--- src/hdl/rrw_pkg.sv ---
// Shared types, constants and command/status structs for the rotating rainbow wave unit.
// Used by rrw_pix_if, the controller, the datapath, the divider and the top level.
`timescale 1ns / 1ps

package rrw_pkg;

    localparam int MAX_LEDS      = 64;
    localparam int MIN_LEDS      = 6;
    localparam int CNT_W         = 7;
    localparam int IDX_W         = 6;
    localparam int LVL_W         = 8;
    localparam int SECTORS       = 6;
    localparam int SECT_W        = 3;
    localparam int WAVES         = 3;
    localparam int WAVE_REACH    = 3;
    localparam int REL_W         = 6;
    localparam int BASE_W        = 4;
    localparam int THIRD_W       = 5;
    localparam int P_W           = 4;
    localparam int ADD_W         = 11;
    localparam int FULL_LEVEL    = 255;
    localparam int LED_COUNT_RST = 60;
    localparam int MAX_LEVEL_RST = 120;
    localparam int CFG_IDX_W     = 1;
    localparam int CFG_DATA_W    = 8;

    // Reciprocal constants: (n * DIV6_MUL) >> RECIP_SHIFT equals n / 6 and
    // (n * DIV3_MUL) >> RECIP_SHIFT equals n / 3 for every n below 128.
    localparam int DIV6_MUL      = 43;
    localparam int DIV3_MUL      = 86;
    localparam int RECIP_SHIFT   = 8;
    localparam int PROD_W        = 13;

    typedef logic [CFG_IDX_W-1:0] t_cfg_idx;
    localparam t_cfg_idx CFG_LED_COUNT = 1'b0;
    localparam t_cfg_idx CFG_MAX_LEVEL = 1'b1;

    typedef logic [SECT_W-1:0] t_sector;
    localparam t_sector SEC_GREEN_UP   = 3'd0;
    localparam t_sector SEC_RED_DOWN   = 3'd1;
    localparam t_sector SEC_BLUE_UP    = 3'd2;
    localparam t_sector SEC_GREEN_DOWN = 3'd3;
    localparam t_sector SEC_RED_UP     = 3'd4;
    localparam t_sector SEC_BLUE_DOWN  = 3'd5;

    typedef enum logic [2:0] {
        S_IDLE,
        S_PREP,
        S_DIV_A,
        S_DIV_B,
        S_SEEK,
        S_MUL,
        S_RUN
    } t_state;

    typedef struct packed {
        logic start;
        logic prep;
        logic div_go_a;
        logic take_a;
        logic div_go_b;
        logic take_b;
        logic seek;
        logic mul;
        logic emit;
    } t_cmd;

    typedef struct packed {
        logic div_done;
        logic slot_free;
        logic last_pixel;
    } t_status;

endpackage

--- src/hdl/rrw_tick_if.sv ---
// Valid/ready channel that carries one animation tick request.
// Depends on nothing else.
`timescale 1ns / 1ps

interface rrw_tick_if;
    logic valid;
    logic ready;
    logic tick;

    modport source (output valid, output tick, input ready);
    modport sink (input valid, input tick, output ready);
endinterface

--- src/hdl/rrw_pix_if.sv ---
// Valid/ready channel that carries one LED colour of a frame.
// Depends on rrw_pkg for the field widths.
`timescale 1ns / 1ps

interface rrw_pix_if;
    logic                          valid;
    logic                          ready;
    logic [rrw_pkg::IDX_W-1:0]     led_index;
    logic [rrw_pkg::LVL_W-1:0]     red;
    logic [rrw_pkg::LVL_W-1:0]     green;
    logic [rrw_pkg::LVL_W-1:0]     blue;
    logic                          last;

    modport source (output valid, output led_index, output red, output green, output blue,
                    output last, input ready);
    modport sink (input valid, input led_index, input red, input green, input blue,
                  input last, output ready);
endinterface

--- src/hdl/rotating_rainbow_wave_pattern_unit.sv ---
// Top level of the rotating rainbow wave pattern unit: controller plus datapath.
// Depends on rrw_pkg, rrw_tick_if, rrw_pix_if, rrw_ctrl and rrw_dpath.
//
//   channel   dir  handshake         payload
//   i_tick    in   valid/ready       tick
//   o_pix     out  valid/ready       led_index, red, green, blue, last
//   i_cfg_*   in   write enable      index 0 led_count, index 1 max_level
//
// A tick with tick set first runs setup (a prep step, two step divisions in rrw_div, the
// start-point search and the first ramp product) and then loads one LED per cycle while
// the sink does not stall. A tick with tick clear is taken and dropped.
// Reset is synchronous and active low; it restores led_count 60 and max_level 120.
// A stalled sink holds the frame at the output register; ticks are taken only between frames.
`timescale 1ns / 1ps

module rotating_rainbow_wave_pattern_unit (
    input  logic                           i_clk,
    input  logic                           i_rst_n,
    input  logic                           i_cfg_we,
    input  logic [rrw_pkg::CFG_IDX_W-1:0]  i_cfg_index,
    input  logic [rrw_pkg::CFG_DATA_W-1:0] i_cfg_data,
    rrw_tick_if.sink                       i_tick,
    rrw_pix_if.source                      o_pix
);

    rrw_pkg::t_cmd    w_cmd;
    rrw_pkg::t_status w_status;
    logic             w_idle;
    logic             w_tick_go;

    assign i_tick.ready = w_idle;
    assign w_tick_go    = i_tick.valid && i_tick.ready && i_tick.tick;

    rrw_ctrl u_ctrl (
        .i_clk     (i_clk),
        .i_rst_n   (i_rst_n),
        .i_tick_go (w_tick_go),
        .i_status  (w_status),
        .o_cmd     (w_cmd),
        .o_idle    (w_idle)
    );

    rrw_dpath u_dpath (
        .i_clk       (i_clk),
        .i_rst_n     (i_rst_n),
        .i_cfg_we    (i_cfg_we),
        .i_cfg_index (i_cfg_index),
        .i_cfg_data  (i_cfg_data),
        .i_cmd       (w_cmd),
        .o_status    (w_status),
        .o_pix       (o_pix)
    );

    // A started frame keeps new ticks out until its last LED is loaded.
    a_tick_blocks: assert property (@(posedge i_clk) disable iff (!i_rst_n)
        w_tick_go |=> !i_tick.ready)
        else $error("tick accepted again right after a frame start");

    // A pixel is only loaded into a free output slot.
    a_emit_free: assert property (@(posedge i_clk) disable iff (!i_rst_n)
        w_cmd.emit |-> w_status.slot_free)
        else $error("pixel loaded over an untaken result");

    // Loading the final LED ends the frame and presents it with the last mark.
    a_frame_end: assert property (@(posedge i_clk) disable iff (!i_rst_n)
        (w_cmd.emit && w_status.last_pixel) |=> (i_tick.ready && o_pix.valid && o_pix.last))
        else $error("frame did not close on its final LED");

endmodule

--- src/hdl/rrw_div.sv ---
// Restoring divider, one quotient bit per cycle, for the per-frame sector step.
// Depends on rrw_pkg for the operand widths.
`timescale 1ns / 1ps

module rrw_div (
    input  logic                        i_clk,
    input  logic                        i_rst_n,
    input  logic                        i_start,
    input  logic [rrw_pkg::LVL_W-1:0]   i_dividend,
    input  logic [rrw_pkg::BASE_W-1:0]  i_divisor,
    output logic                        o_done,
    output logic [rrw_pkg::LVL_W-1:0]   o_quotient
);

    localparam int CNT_BITS = $clog2(rrw_pkg::LVL_W);

    logic                        r_busy;
    logic                        r_done;
    logic [CNT_BITS-1:0]         r_cnt;
    logic [rrw_pkg::BASE_W-1:0]  r_rem;
    logic [rrw_pkg::LVL_W-1:0]   r_quo;
    logic [rrw_pkg::BASE_W-1:0]  r_dvs;

    logic [rrw_pkg::BASE_W:0]    w_shift;
    logic [rrw_pkg::BASE_W:0]    w_diff;
    logic                        w_ge;

    assign w_shift = {r_rem, r_quo[rrw_pkg::LVL_W-1]};
    assign w_ge    = w_shift >= {1'b0, r_dvs};
    assign w_diff  = w_shift - {1'b0, r_dvs};

    always_ff @(posedge i_clk) begin
        if (!i_rst_n) begin
            r_busy <= 1'b0;
            r_done <= 1'b0;
            r_cnt  <= '0;
        end else begin
            r_done <= 1'b0;
            if (i_start) begin
                r_busy <= 1'b1;
                r_cnt  <= '0;
            end else if (r_busy) begin
                r_cnt <= r_cnt + 1'b1;
                if (r_cnt == CNT_BITS'(rrw_pkg::LVL_W - 1)) begin
                    r_busy <= 1'b0;
                    r_done <= 1'b1;
                end
            end
        end
    end

    always_ff @(posedge i_clk) begin
        if (i_start) begin
            r_rem <= '0;
            r_quo <= i_dividend;
            r_dvs <= i_divisor;
        end else if (r_busy) begin
            r_rem <= w_ge ? w_diff[rrw_pkg::BASE_W-1:0] : w_shift[rrw_pkg::BASE_W-1:0];
            r_quo <= {r_quo[rrw_pkg::LVL_W-2:0], w_ge};
        end
    end

    assign o_done     = r_done;
    assign o_quotient = r_quo;

endmodule

--- src/hdl/rrw_ctrl.sv ---
// Frame sequencer: setup, two step divisions, start-point search, then one pixel per slot.
// Depends on rrw_pkg for the state type and the command/status structs.
`timescale 1ns / 1ps

module rrw_ctrl (
    input  logic              i_clk,
    input  logic              i_rst_n,
    input  logic              i_tick_go,
    input  rrw_pkg::t_status  i_status,
    output rrw_pkg::t_cmd     o_cmd,
    output logic              o_idle
);

    rrw_pkg::t_state r_state;
    rrw_pkg::t_state n_state;

    always_ff @(posedge i_clk) begin
        if (!i_rst_n) begin
            r_state <= rrw_pkg::S_IDLE;
        end else begin
            r_state <= n_state;
        end
    end

    always_comb begin
        n_state = r_state;
        o_cmd   = '0;
        o_idle  = 1'b0;
        case (r_state)
            rrw_pkg::S_IDLE: begin
                o_idle = 1'b1;
                if (i_tick_go) begin
                    o_cmd.start = 1'b1;
                    n_state     = rrw_pkg::S_PREP;
                end
            end
            rrw_pkg::S_PREP: begin
                o_cmd.prep     = 1'b1;
                o_cmd.div_go_a = 1'b1;
                n_state        = rrw_pkg::S_DIV_A;
            end
            rrw_pkg::S_DIV_A: begin
                if (i_status.div_done) begin
                    o_cmd.take_a   = 1'b1;
                    o_cmd.div_go_b = 1'b1;
                    n_state        = rrw_pkg::S_DIV_B;
                end
            end
            rrw_pkg::S_DIV_B: begin
                if (i_status.div_done) begin
                    o_cmd.take_b = 1'b1;
                    n_state      = rrw_pkg::S_SEEK;
                end
            end
            rrw_pkg::S_SEEK: begin
                o_cmd.seek = 1'b1;
                n_state    = rrw_pkg::S_MUL;
            end
            rrw_pkg::S_MUL: begin
                o_cmd.mul = 1'b1;
                n_state   = rrw_pkg::S_RUN;
            end
            rrw_pkg::S_RUN: begin
                if (i_status.slot_free) begin
                    o_cmd.emit = 1'b1;
                    if (i_status.last_pixel) begin
                        n_state = rrw_pkg::S_IDLE;
                    end
                end
            end
            default: begin
                n_state = rrw_pkg::S_IDLE;
            end
        endcase
    end

endmodule

--- src/hdl/rrw_dpath.sv ---
// Datapath: configuration registers, frame setup values, pixel walkers and output register.
// Depends on rrw_pkg, rrw_pix_if and rrw_div.
`timescale 1ns / 1ps

module rrw_dpath (
    input  logic                          i_clk,
    input  logic                          i_rst_n,
    input  logic                          i_cfg_we,
    input  logic [rrw_pkg::CFG_IDX_W-1:0] i_cfg_index,
    input  logic [rrw_pkg::CFG_DATA_W-1:0] i_cfg_data,
    input  rrw_pkg::t_cmd                 i_cmd,
    output rrw_pkg::t_status              o_status,
    rrw_pix_if.source                     o_pix
);

    localparam int LV = rrw_pkg::LVL_W;

    // Configuration and frame constants.
    logic [rrw_pkg::CNT_W-1:0]    r_led_count;
    logic [LV-1:0]                r_max_level;
    logic [rrw_pkg::IDX_W-1:0]    r_off;
    logic [rrw_pkg::CNT_W-1:0]    r_n;
    logic [rrw_pkg::BASE_W-1:0]   r_base;
    logic [rrw_pkg::SECT_W-1:0]   r_rest;
    logic [rrw_pkg::THIRD_W-1:0]  r_third;
    logic [LV-1:0]                r_m;
    logic [LV-1:0]                r_diff;
    logic [LV-1:0]                r_lv_d0;
    logic [LV-1:0]                r_lv_d1;
    logic [LV-1:0]                r_lv_d2;
    logic [LV-1:0]                r_lv_d3;
    logic [rrw_pkg::CNT_W-1:0]    r_start [rrw_pkg::SECTORS];
    logic [LV-1:0]                r_step_short;
    logic [LV-1:0]                r_step_long;

    // Pixel walkers.
    logic [rrw_pkg::IDX_W-1:0]    r_i;
    logic [rrw_pkg::IDX_W-1:0]    r_q;
    rrw_pkg::t_sector             r_sec;
    logic [rrw_pkg::P_W-1:0]      r_p;
    logic [LV-1:0]                r_c;
    logic [rrw_pkg::REL_W-1:0]    r_rel [rrw_pkg::WAVES];

    // Output register.
    logic                         r_ov;
    logic [rrw_pkg::IDX_W-1:0]    r_o_idx;
    logic [LV-1:0]                r_o_red;
    logic [LV-1:0]                r_o_green;
    logic [LV-1:0]                r_o_blue;
    logic                         r_o_last;

    logic [rrw_pkg::CNT_W-1:0]    w_eff;
    logic [rrw_pkg::PROD_W-1:0]   w_prod6;
    logic [rrw_pkg::PROD_W-1:0]   w_prod3;
    logic [rrw_pkg::BASE_W-1:0]   w_base;
    logic [rrw_pkg::CNT_W-1:0]    w_six;
    logic [rrw_pkg::IDX_W-1:0]    w_off_inc;
    logic [rrw_pkg::IDX_W-1:0]    n_off;
    logic [LV-1:0]                w_quarter;
    logic [rrw_pkg::CNT_W-1:0]    n_start [rrw_pkg::SECTORS];
    logic [rrw_pkg::REL_W-1:0]    n_rel0 [rrw_pkg::WAVES];
    logic [rrw_pkg::IDX_W-1:0]    w_q0;
    rrw_pkg::t_sector             w_seek_sec;
    logic [rrw_pkg::P_W-1:0]      w_p0;
    logic                         w_long;
    logic [LV-1:0]                w_step;
    logic [rrw_pkg::BASE_W-1:0]   w_len_m1;
    logic [LV-1:0]                w_r;
    logic [LV-1:0]                w_g;
    logic [LV-1:0]                w_b;
    logic [rrw_pkg::ADD_W-1:0]    w_add;
    logic                         w_n_min;
    logic                         w_q_wrap;
    logic                         w_last;
    logic                         w_ld;
    logic [rrw_pkg::BASE_W-1:0]   w_divisor;
    logic                         w_div_done;
    logic [LV-1:0]                w_quotient;

    function automatic logic [LV:0] wave_add(
        input logic [rrw_pkg::REL_W-1:0] rel,
        input logic                      n_min,
        input logic [LV-1:0]             lv0,
        input logic [LV-1:0]             lv1,
        input logic [LV-1:0]             lv2,
        input logic [LV-1:0]             lv3
    );
        logic [LV:0] a;
        // On the shortest strip both ends of a wave land on the same LED.
        case (rel)
            6'd0:    a = {1'b0, lv3} + (n_min ? {1'b0, lv3} : '0);
            6'd1:    a = {1'b0, lv2};
            6'd2:    a = {1'b0, lv1};
            6'd3:    a = {1'b0, lv0};
            6'd4:    a = {1'b0, lv1};
            6'd5:    a = {1'b0, lv2};
            6'd6:    a = {1'b0, lv3};
            default: a = '0;
        endcase
        return a;
    endfunction

    function automatic logic [LV-1:0] sat_add(
        input logic [LV-1:0]             b,
        input logic [rrw_pkg::ADD_W-1:0] a
    );
        logic [rrw_pkg::ADD_W:0] s;
        s = {{(rrw_pkg::ADD_W + 1 - LV){1'b0}}, b} + {1'b0, a};
        return (s > (rrw_pkg::ADD_W + 1)'(rrw_pkg::FULL_LEVEL)) ?
               LV'(rrw_pkg::FULL_LEVEL) : s[LV-1:0];
    endfunction

    // Frame setup values.
    always_comb begin
        if (r_led_count < rrw_pkg::CNT_W'(rrw_pkg::MIN_LEDS)) begin
            w_eff = rrw_pkg::CNT_W'(rrw_pkg::MIN_LEDS);
        end else if (r_led_count > rrw_pkg::CNT_W'(rrw_pkg::MAX_LEDS)) begin
            w_eff = rrw_pkg::CNT_W'(rrw_pkg::MAX_LEDS);
        end else begin
            w_eff = r_led_count;
        end
        w_prod6   = {{(rrw_pkg::PROD_W - rrw_pkg::CNT_W){1'b0}}, w_eff}
                    * rrw_pkg::PROD_W'(rrw_pkg::DIV6_MUL);
        w_prod3   = {{(rrw_pkg::PROD_W - rrw_pkg::CNT_W){1'b0}}, w_eff}
                    * rrw_pkg::PROD_W'(rrw_pkg::DIV3_MUL);
        w_base    = rrw_pkg::BASE_W'(w_prod6 >> rrw_pkg::RECIP_SHIFT);
        w_six     = rrw_pkg::CNT_W'({3'b000, w_base} * rrw_pkg::CNT_W'(rrw_pkg::SECTORS));
        w_off_inc = r_off + 1'b1;
        n_off     = ({1'b0, w_off_inc} >= w_eff) ? '0 : w_off_inc;
        w_quarter = r_diff >> 2;
    end

    always_comb begin
        logic signed [8:0] v;
        logic signed [8:0] sn;
        sn = $signed({2'b00, r_n});
        for (int s = 0; s < rrw_pkg::SECTORS; s++) begin
            n_start[s] = rrw_pkg::CNT_W'(s * r_base)
                         + rrw_pkg::CNT_W'((s < int'(r_rest)) ? s : int'(r_rest));
        end
        // Start of each wave relative to LED 0, normalized with one correction.
        for (int w = 0; w < rrw_pkg::WAVES; w++) begin
            v = 9'sd4 + $signed({3'b000, r_off}) - $signed({2'b00, 7'(w * r_third)});
            if (v < 0) begin
                n_rel0[w] = rrw_pkg::REL_W'(v + sn);
            end else if (v >= sn) begin
                n_rel0[w] = rrw_pkg::REL_W'(v - sn);
            end else begin
                n_rel0[w] = rrw_pkg::REL_W'(v);
            end
        end
    end

    // Start-point search for LED 0 of the frame.
    always_comb begin
        w_q0 = (r_off == '0) ? '0 : rrw_pkg::IDX_W'(r_n - {1'b0, r_off});
        w_seek_sec = rrw_pkg::SEC_GREEN_UP;
        for (int s = 1; s < rrw_pkg::SECTORS; s++) begin
            if ({1'b0, w_q0} >= r_start[s]) begin
                w_seek_sec = rrw_pkg::SECT_W'(s);
            end
        end
        w_p0 = rrw_pkg::P_W'({1'b0, w_q0} - r_start[w_seek_sec]);
    end

    // Colour of the current pixel.
    always_comb begin
        w_long   = r_sec < r_rest;
        w_step   = w_long ? r_step_long : r_step_short;
        w_len_m1 = w_long ? r_base : r_base - 1'b1;
        w_r = '0;
        w_g = '0;
        w_b = '0;
        case (r_sec)
            rrw_pkg::SEC_GREEN_UP: begin
                w_r = r_m;
                w_g = r_c;
            end
            rrw_pkg::SEC_RED_DOWN: begin
                w_r = r_m - r_c;
                w_g = r_m;
            end
            rrw_pkg::SEC_BLUE_UP: begin
                w_g = r_m;
                w_b = r_c;
            end
            rrw_pkg::SEC_GREEN_DOWN: begin
                w_g = r_m - r_c;
                w_b = r_m;
            end
            rrw_pkg::SEC_RED_UP: begin
                w_r = r_c;
                w_b = r_m;
            end
            default: begin
                w_r = r_m;
                w_b = r_m - r_c;
            end
        endcase
        w_n_min = r_n == rrw_pkg::CNT_W'(rrw_pkg::MIN_LEDS);
        w_add   = '0;
        for (int w = 0; w < rrw_pkg::WAVES; w++) begin
            w_add = w_add + rrw_pkg::ADD_W'(wave_add(r_rel[w], w_n_min,
                                                     r_lv_d0, r_lv_d1, r_lv_d2, r_lv_d3));
        end
        w_q_wrap = {1'b0, r_q} == (r_n - 1'b1);
        w_last   = {1'b0, r_i} == (r_n - 1'b1);
    end

    assign w_ld      = i_cmd.emit;
    assign w_divisor = i_cmd.div_go_b ? r_base + 1'b1 : r_base;

    rrw_div u_div (
        .i_clk      (i_clk),
        .i_rst_n    (i_rst_n),
        .i_start    (i_cmd.div_go_a | i_cmd.div_go_b),
        .i_dividend (r_m),
        .i_divisor  (w_divisor),
        .o_done     (w_div_done),
        .o_quotient (w_quotient)
    );

    // Control state: configuration, rotation offset and output valid.
    always_ff @(posedge i_clk) begin
        if (!i_rst_n) begin
            r_led_count <= rrw_pkg::CNT_W'(rrw_pkg::LED_COUNT_RST);
            r_max_level <= LV'(rrw_pkg::MAX_LEVEL_RST);
            r_off       <= '0;
            r_ov        <= 1'b0;
        end else begin
            if (i_cfg_we) begin
                case (i_cfg_index)
                    rrw_pkg::CFG_LED_COUNT: r_led_count <= i_cfg_data[rrw_pkg::CNT_W-1:0];
                    rrw_pkg::CFG_MAX_LEVEL: r_max_level <= i_cfg_data[LV-1:0];
                    default: begin
                    end
                endcase
            end
            if (i_cmd.start) begin
                r_off <= n_off;
            end
            if (w_ld) begin
                r_ov <= 1'b1;
            end else if (o_pix.ready) begin
                r_ov <= 1'b0;
            end
        end
    end

    // Frame values and walkers.
    always_ff @(posedge i_clk) begin
        if (i_cmd.start) begin
            r_n     <= w_eff;
            r_base  <= w_base;
            r_rest  <= rrw_pkg::SECT_W'(w_eff - w_six);
            r_third <= rrw_pkg::THIRD_W'(w_prod3 >> rrw_pkg::RECIP_SHIFT);
            r_m     <= r_max_level;
            r_diff  <= LV'(rrw_pkg::FULL_LEVEL) - r_max_level;
        end
        if (i_cmd.prep) begin
            r_start <= n_start;
            r_rel   <= n_rel0;
            r_lv_d0 <= r_diff;
            r_lv_d1 <= r_diff - w_quarter;
            r_lv_d2 <= r_diff - {w_quarter[LV-2:0], 1'b0};
            r_lv_d3 <= r_diff - {w_quarter[LV-2:0], 1'b0} - w_quarter;
            r_i     <= '0;
        end
        if (i_cmd.take_a) begin
            r_step_short <= w_quotient;
        end
        if (i_cmd.take_b) begin
            r_step_long <= w_quotient;
        end
        if (i_cmd.seek) begin
            r_q   <= w_q0;
            r_sec <= w_seek_sec;
            r_p   <= w_p0;
        end
        if (i_cmd.mul) begin
            r_c <= LV'(w_step * r_p);
        end
        if (w_ld) begin
            r_i <= r_i + 1'b1;
            if (w_q_wrap) begin
                r_q   <= '0;
                r_sec <= rrw_pkg::SEC_GREEN_UP;
                r_p   <= '0;
                r_c   <= '0;
            end else begin
                r_q <= r_q + 1'b1;
                if (r_p == w_len_m1) begin
                    r_sec <= r_sec + 1'b1;
                    r_p   <= '0;
                    r_c   <= '0;
                end else begin
                    r_p <= r_p + 1'b1;
                    r_c <= r_c + w_step;
                end
            end
            for (int w = 0; w < rrw_pkg::WAVES; w++) begin
                r_rel[w] <= ({1'b0, r_rel[w]} == (r_n - 1'b1)) ? '0 : r_rel[w] + 1'b1;
            end
            r_o_idx   <= r_i;
            r_o_red   <= sat_add(w_r, w_add);
            r_o_green <= sat_add(w_g, w_add);
            r_o_blue  <= sat_add(w_b, w_add);
            r_o_last  <= w_last;
        end
    end

    assign o_status.div_done   = w_div_done;
    assign o_status.slot_free  = !r_ov || o_pix.ready;
    assign o_status.last_pixel = w_last;

    assign o_pix.valid     = r_ov;
    assign o_pix.led_index = r_o_idx;
    assign o_pix.red       = r_o_red;
    assign o_pix.green     = r_o_green;
    assign o_pix.blue      = r_o_blue;
    assign o_pix.last      = r_o_last;

endmodule

--- src/flat_wrapper.sv ---
// flat-port wrapper written by rule: the top's interface ports become plain ports
module rotating_rainbow_wave_pattern_unit_flat 
  (i_clk, i_rst_n, i_cfg_we, i_cfg_index, i_cfg_data, i_tick_valid, i_tick_tick, i_tick_ready, o_pix_valid, o_pix_led_index, o_pix_red, o_pix_green, o_pix_blue, o_pix_last, o_pix_ready);
  rrw_tick_if i_tick_i ();
  rrw_pix_if o_pix_i ();
  input  logic i_clk;
  input  logic i_rst_n;
  input  logic i_cfg_we;
  input  logic [rrw_pkg::CFG_IDX_W-1:0] i_cfg_index;
  input  logic [rrw_pkg::CFG_DATA_W-1:0] i_cfg_data;
  input wire logic [$bits(i_tick_i.valid)-1:0] i_tick_valid;
  input wire logic [$bits(i_tick_i.tick)-1:0] i_tick_tick;
  output wire logic [$bits(i_tick_i.ready)-1:0] i_tick_ready;
  output wire logic [$bits(o_pix_i.valid)-1:0] o_pix_valid;
  output wire logic [$bits(o_pix_i.led_index)-1:0] o_pix_led_index;
  output wire logic [$bits(o_pix_i.red)-1:0] o_pix_red;
  output wire logic [$bits(o_pix_i.green)-1:0] o_pix_green;
  output wire logic [$bits(o_pix_i.blue)-1:0] o_pix_blue;
  output wire logic [$bits(o_pix_i.last)-1:0] o_pix_last;
  input wire logic [$bits(o_pix_i.ready)-1:0] o_pix_ready;
  assign i_tick_i.valid = i_tick_valid;
  assign i_tick_i.tick = i_tick_tick;
  assign i_tick_ready = i_tick_i.ready;
  assign o_pix_valid = o_pix_i.valid;
  assign o_pix_led_index = o_pix_i.led_index;
  assign o_pix_red = o_pix_i.red;
  assign o_pix_green = o_pix_i.green;
  assign o_pix_blue = o_pix_i.blue;
  assign o_pix_last = o_pix_i.last;
  assign o_pix_i.ready = o_pix_ready;
  rotating_rainbow_wave_pattern_unit u_core (.i_clk(i_clk), .i_rst_n(i_rst_n), .i_cfg_we(i_cfg_we), .i_cfg_index(i_cfg_index), .i_cfg_data(i_cfg_data), .i_tick(i_tick_i), .o_pix(o_pix_i));
endmodule
--- config.mk ---
export PLATFORM = sky130hd
export DESIGN_NAME = rotating_rainbow_wave_pattern_unit_flat
export DESIGN_NICKNAME = d
export VERILOG_FILES = /design/src/hdl/rrw_pkg.sv /design/src/hdl/rrw_tick_if.sv /design/src/hdl/rrw_pix_if.sv /design/src/hdl/rotating_rainbow_wave_pattern_unit.sv /design/src/hdl/rrw_div.sv /design/src/hdl/rrw_ctrl.sv /design/src/hdl/rrw_dpath.sv /design/src/flat_wrapper.sv
export SDC_FILE = /design/constraint.sdc
export NUM_CORES = 1
export LEC_CHECK = 0
export ABC_AREA = 1
export BUFFER_PORTS_ARGS = -buffer_cell sky130_fd_sc_hd__buf_2
export CAP_MARGIN = 20
export CORE_ASPECT_RATIO = 0.5
export CORE_MARGIN = 2
export CORE_UTILIZATION = 45
export CTS_CLUSTER_DIAMETER = 150
export DETAILED_ROUTE_END_ITERATION = 12
export PLACE_DENSITY = 0.59
export SLEW_MARGIN = 20
export SYNTH_ARGS = -nofsm -noshare
export SYNTH_HDL_FRONTEND = slang
export SYNTH_HIERARCHICAL = 1
export SYNTH_SLANG_ARGS = --single-unit
--- constraint.sdc ---
create_clock -name i_clk -period 6.95 [get_ports i_clk]
set_clock_uncertainty 0.05 [all_clocks]
set_input_delay 1.39 -clock i_clk [delete_from_list [all_inputs] [get_ports i_clk]]
set_output_delay 1.39 -clock i_clk [all_outputs]
set_load 0.02 [all_outputs]
## Word-level counts from Yosys, hierarchy flattened

Index checks and enable logic that the tools add are counted.

| operators by class | value |
|---|---|
| add/subtract/negate cells | 42 |
| multiply operators | 6 |
| $lt $le $gt $ge | 26 |
| equal/unequal tests | 41 |
| muxes and demuxes | 82 |
| bitwise operators | 5 |
| reductions and logical operators | 30 |

Operators with widths:

| operator | count |
|---|---|
| $pmux W9 S5 | 3 |
| $mux W6 | 16 |
| $pmux W8 S3 | 3 |
| $mux W8 | 8 |
| $eq A6 B3 Y1 const B | 9 |
| $mux W3 | 18 |
| $ge A6 B7 Y1 | 6 |
| $add A6 B1 Y6 const B | 6 |
| $add A8 B11 Y12 | 3 |
| $eq A6 B2 Y1 const B | 6 |
| $gt A12 B8 Y1 const B | 3 |
| $mux W18 | 2 |
| $mux W4 | 9 |
| $eq A6 B7 Y1 | 5 |
| $logic_not A6 Y1 | 4 |
| $mul A7 B6 Y12 const B | 2 |
| $sub A6 B6 Y6 | 4 |
| $reduce_or A2 Y1 | 11 |
| $bmux W7 S3 | 1 |
| $pmux W3 S7 | 1 |
| $add A6 B6 Y6 | 3 |
| $eq A6 B1 Y1 const B | 3 |
| $ge A8 B8 Y1 | 2 |
| $lt A8 B1 Y1 const B | 2 |
| 55 further kinds | 102 |

| storage, ports and cells | value |
|---|---|
| bits in registers | 247 |
| bits of input ports | 15 |
| output and inout bits | 33 |
| word-level logic and storage cells | 275 |

## Logic depth before layout (Yosys ltp)

| logic depth | value |
|---|---|
| depth in word-level cells | 15 |
| depth in mapped cells | 36 |

## Cells and area by module

The synthesis kept the hierarchy.

Modules (own cells, without submodules):

| module | times used | cells an instance | area an instance (um^2) |
|---|---|---|---|
| rrw_dpath | 1 | 2,097 | 18,053.6 |
| rrw_div | 1 | 110 | 1,021.0 |
| rrw_ctrl | 1 | 44 | 249.0 |
| rotating_rainbow_wave_pattern_unit | 1 | 3 | 13.8 |

## Least setup slack after synthesis

OpenSTA, ideal clock, no wires.

| timing path | value |
|---|---|
| path type | register -> register |
| from | reg u_core/u_dpath/r_n[0] (netlist name) |
| to | reg u_core.u_dpath.r_o_blue[2] (netlist: u_core/u_dpath/o_pix.blue[2]), data pin |
| arrival | 5.302 ns |
| slack | 1.320 ns |
| stages on the path, launching flop included | 27 |
| buffers on the path | 1 |
| clock period less this slack | 5.630 ns |
| cell sequence | edfxtp_1 > inv_2 > clkbuf_1 > ha_1 > nand2_1 > nor4_1 > inv_1 > o21ai_0 > nor2_1 > nor3_1 > fa_1 > inv_1 > ha_1 > inv_1 > fa_1 > xnor2_1 > ha_1 > nand3_1 > and2_1 > nor2_1 > nor2_1 > o21ai_0 > inv_1 > o21ai_0 > nand2_1 > xor2_1 > nand3_1 |

| on the way | value |
|---|---|
| word-level cells in the longest chain between the ends | 8 |
| elaborated cells on any way between the ends | 10 |
| those cells by class | 4 x add/sub; 1 x order compare; 1 x eq/ne; 4 x mux |

RTL lines:

| element | RTL line | source |
|---|---|---|
| start, declared | rrw_dpath.sv:22 | `logic [rrw_pkg::CNT_W-1:0] r_n;` |
| start signal, assigned | rrw_dpath.sv:253 | `r_n <= w_eff;` |
| $eq A7 B3 Y1 * | rrw_dpath.sv:200 | `w_n_min = r_n == rrw_pkg::CNT_W'(rrw_pkg::MIN_LEDS);` |
| $mux W8 * | rrw_dpath.sv:91 | `6'd0: a = {1'b0, lv3} + (n_min ? {1'b0, lv3} : '0);` |
| $add A8 B8 Y9 * | rrw_dpath.sv:91 |  |
| $pmux W9 S5 | rrw_dpath.sv:90 | `case (rel)` |
| $add A9 B9 Y10 | rrw_dpath.sv:203 | `w_add = w_add + rrw_pkg::ADD_W'(wave_add(r_rel[w], w_n_min,` |
| $add A10 B9 Y11 * | rrw_dpath.sv:203 |  |
| $add A8 B11 Y12 * | rrw_dpath.sv:108 | `s = {{(rrw_pkg::ADD_W + 1 - LV){1'b0}}, b} + {1'b0, a};` |
| $gt A12 B8 Y1 | rrw_dpath.sv:109 | `return (s > (rrw_pkg::ADD_W + 1)'(rrw_pkg::FULL_LEVEL)) ?` |
| end signal, assigned | rrw_dpath.sv:307 | `r_o_blue <= sat_add(w_b, w_add);` |
| end, declared | rrw_dpath.sv:49 | `logic [LV-1:0] r_o_blue;` |

Every way passes the cells marked *; elsewhere a longest branch is shown, timed or not.
A chain may end at the register's enable or synchronous reset.

## Worst setup path in the final report

| timing path | value |
|---|---|
| from | reg u_core/u_dpath/r_n[0] (netlist name) |
| to | reg u_core.u_dpath.r_o_blue[5] (netlist: u_core/u_dpath/o_pix.blue[5]), data pin |

The elaborated chain is that of the path after synthesis.

==> out/qor.txt <==
status - finished, final reports clean
WHS - 0.368 ns
dpl cells - 2870
final wirelength - 49300 um
Startpoint Class - flip-flop
clk sink count - 232
Yosys top cell by area - edfxtp_1
YS warnings - 6
All-Layer GR Usage - 0.221
Main synth FF type - edfxtp_1
router iterations before antenna repair - 5
Seq pwr share - 0.261
Cell Int Power - 0.00504 W
top cell type's share of synthesized area - 0.303
# hold bufs at CTS - 0
DP HPWL - 38700 um
Chip Height - 151 um
initial antenna violation count - 0
largest net degree at the start of global routing - 67
crit-path most repeated cell - inv_1
Final WS setup - 0.731 ns
Crit. End Element - flip-flop
Pins Over Slew Limit - 0
post-cts resize count - 0
Iter 0 DRT Violations - 1220
root buffer cell - clkbuf_16
Psw - 0.00412 W
DR WL/cell - 16.9 um
max incr delay on CP - 0.60 ns
area used by multi-input combinational logic - 11100 sq um
Net Sw Frac - 0.450
GR Overflow Total - 0
number of synthesized register bits - 232
Mapped Cells - 2254
Worst-path clk slew - 0.06 ns
Non-Filler Instances - 2918
relative max-transition margin - 0.383
FF+latch area - 6600 sq um
critical path peak fanout - 14
Die W - 297 um
EDFF count, synth - 195
Die ar. - 44700 sq um
Tmin final - 6.22 ns
NumNets Final - 2629
CTS Buf Count - 26
first-pass GRT wire length - 78200 um
fmax - 161 MHz
sequential area share after synthesis - 0.341
I/O pin count - 48
MaxCap Viol Count - 0
post-route ant nets - 0
Slew @ Worst Pin - 0.926 ns
Netlist cell types - 67
Final Wtd Congestion - 0.886
Post-Syn Area - 19300 sq um
Syn-to-layout area delta - 9.82%
LEAKAGE - 10.0 nW
core area - 42200 sq um
initial core utilization - 0.458
# setup viols final - 0
Worst EP required - 7.18 ns
Max clock buf depth - 3
DRC - 0
CTS tree - built
worst slack at placement - 0.800 ns
# diodes - 0
Final period util - 0.895
Comb power frac - 0.580
unrepaired setup endpoints after global routing - false
vias in the first global route - 14.5k
mean post-synth cell area - 8.58 sq um
fill count - 3982
H-tree level count - 1
WP data arrival - 6.45 ns
layout cells sized above 1 - 0.0679
# rows - 53
Port Buffers - 47
Hold Path Class - flip-flop to flip-flop
synth top area cells - edfxtp_1 (30%), ha_1 (16%), inv_1 (7.8%), nand2_1 (6.5%), fa_1 (5.0%)
Setup Fix Bufs, Post-CTS - 0
Final Hold Fails - 0
CP max-delay cell - edfxtp_1
vias - 15.6k
PwrDens - 431 nW/um^2
Clk Latency, worst-skew pair - 0.56 ns
clock network power share - 0.160
Setup CP Type - flip-flop to flip-flop
worst vdd ir - 0.210 mV
ys async rst share - 0
TNS Setup - 0 ns
vias per inst - 5.34
-- logic make-up (layout without fill, tap and decap cells) --
logic type / after synthesis / count (layout) / share of synthesized area
simple gates: 698 / 698 / 0.158
xor+xnor: 145 / 145 / 0.0665
fa+ha+maj: 293 / 293 / 0.208
flops: 232 / 232 / 0.341
buf+inv: 445 / 526 / 0.0884
mux: 2 / 2 / 0.00104
other cells: 2 / 8 / 0.000388
compound gates: 437 / 437 / 0.137
-- path summary, 6_finish.rpt --
path	startpoint	to	slack, ns	depth (start not counted)
worst max-delay path	u_core/u_dpath/r_n[0]$_DFFE_PP_	u_core/u_dpath/o_pix.blue[5]$_SDFFCE_PN1P_	0.73	25
worst min-delay path	u_core/u_dpath/r_max_level[1]$_SDFFE_PN0P_	u_core/u_dpath/r_m[1]$_DFFE_PP_	0.37	0
worst max register to register	u_core/u_dpath/r_n[0]$_DFFE_PP_	u_core/u_dpath/o_pix.blue[5]$_SDFFCE_PN1P_	0.73	25
worst min register to register	u_core/u_dpath/r_max_level[1]$_SDFFE_PN0P_	u_core/u_dpath/r_m[1]$_DFFE_PP_	0.37	0
-- metrics by stage --
stage / utilization / instance area [sq um] / power (W)
floorplan: - / 19400 / 0.00640
global route: 0.504 / 21200 / 0.0100
detailed placement: 0.482 / 20300 / 0.00768
global placement: 0.482 / 20300 / 0.00759
CTS: 0.504 / 21200 / 0.00917
finish: 0.504 / 21200 / 0.00916
-- worst max-delay path, delay by kind of cell (launching register included) --
family | cells | cell delay (ns)
AOI/OAI and AO/OA | 3 | 0.78
and+or+nand+nor | 10 | 1.54
adders and majority gates | 5 | 1.48
buffers and inverters | 5 | 0.72
xor gates and xnor gates | 2 | 0.77
DFF | 1 | 0.60
-- cell usage in the layout, fill, tap and decap left out, drive strengths merged, types with 3 or more instances in the layout --
master / n
a21oi: 150
fa: 48
nor4: 4
o31ai: 7
nand2: 341
a32oi: 3
xor2: 104
o21ai: 124
or2: 12
nand3b: 9
a31oi: 8
dfxtp: 37
o21a: 5
and2: 5
a211oi: 4
nor2: 170
o41ai: 3
conb: 8
o21bai: 13
o2111ai: 3
o22ai: 33
nand3: 91
inv: 417
edfxtp: 195
ha: 245
clkbuf: 38
xnor2: 41
o211ai: 17
o211a: 3
a22oi: 13
buf: 65
a21o: 7
nand4: 32
a221oi: 13
o221ai: 23
clkinv: 5
nor3: 30
-- synthesized netlist by cell type, drive strengths merged (3+ instances only) --
cell type,number
a211oi,4
a21o,7
a21oi,150
a221oi,13
a22oi,13
a31oi,8
a32oi,3
and2,5
buf,12
clkbuf,20
dfxtp,37
edfxtp,195
fa,48
ha,245
inv,412
nand2,341
nand3,91
nand3b,9
nand4,32
nor2,170
nor3,30
nor4,4
o2111ai,3
o211a,3
o211ai,17
o21a,5
o21ai,124
o21bai,13
o221ai,23
o22ai,33
o31ai,7
o41ai,3
or2,12
xnor2,41
xor2,104
-- cell type report --
type                       instances  share of cell area
clock inverter                    10             0.00407
multi-input combinational       1583               0.522
clock buffer                      38              0.0391
sequential                       232               0.311
tap                              577              0.0340
inverter                         413              0.0730
timing repair buffer              65              0.0174
-- routing by layer --
metal,track usage,wire length (um),vias up
met3,0.0316,3320,46
met4,0.0371,680,0
met5,0,0,-
li1,-,-,7761
met2,0.342,20800,465
met1,0.331,24600,7307
-- power by group through the flow --
stage               sequential, W  combinational, W  clock (W)
global route              0.00242           0.00605    0.00154
CTS                       0.00238           0.00531    0.00149
detailed placement        0.00241           0.00527          0
finish                    0.00239           0.00531    0.00146
floorplan                 0.00232           0.00409          0
global placement          0.00240           0.00519          0
-- registers in the layout (all words and copies together), names as in the netlist, 6 cells and up --
signal / count
u_core/u_dpath/r_start: 34
u_core/u_dpath/r_rel: 18
u_core/u_dpath/o_pix.blue: 8
u_core/u_dpath/o_pix.green: 8
u_core/u_dpath/o_pix.red: 8
u_core/u_dpath/r_c: 8
u_core/u_dpath/r_diff: 8
u_core/u_dpath/r_lv_d0: 8
u_core/u_dpath/r_lv_d1: 8
u_core/u_dpath/r_m: 8
u_core/u_dpath/r_max_level: 8
u_core/u_dpath/r_step_long: 8
u_core/u_dpath/r_step_short: 8
u_core/u_dpath/u_div/o_quotient: 8
u_core/u_dpath/r_led_count: 7
u_core/u_dpath/r_lv_d2: 7
u_core/u_dpath/r_lv_d3: 7
u_core/u_dpath/r_n: 7
u_core/u_dpath/o_pix.led_index: 6
u_core/u_dpath/r_i: 6
u_core/u_dpath/r_off: 6
u_core/u_dpath/r_q: 6
Power figures use the tool's default switching activity.
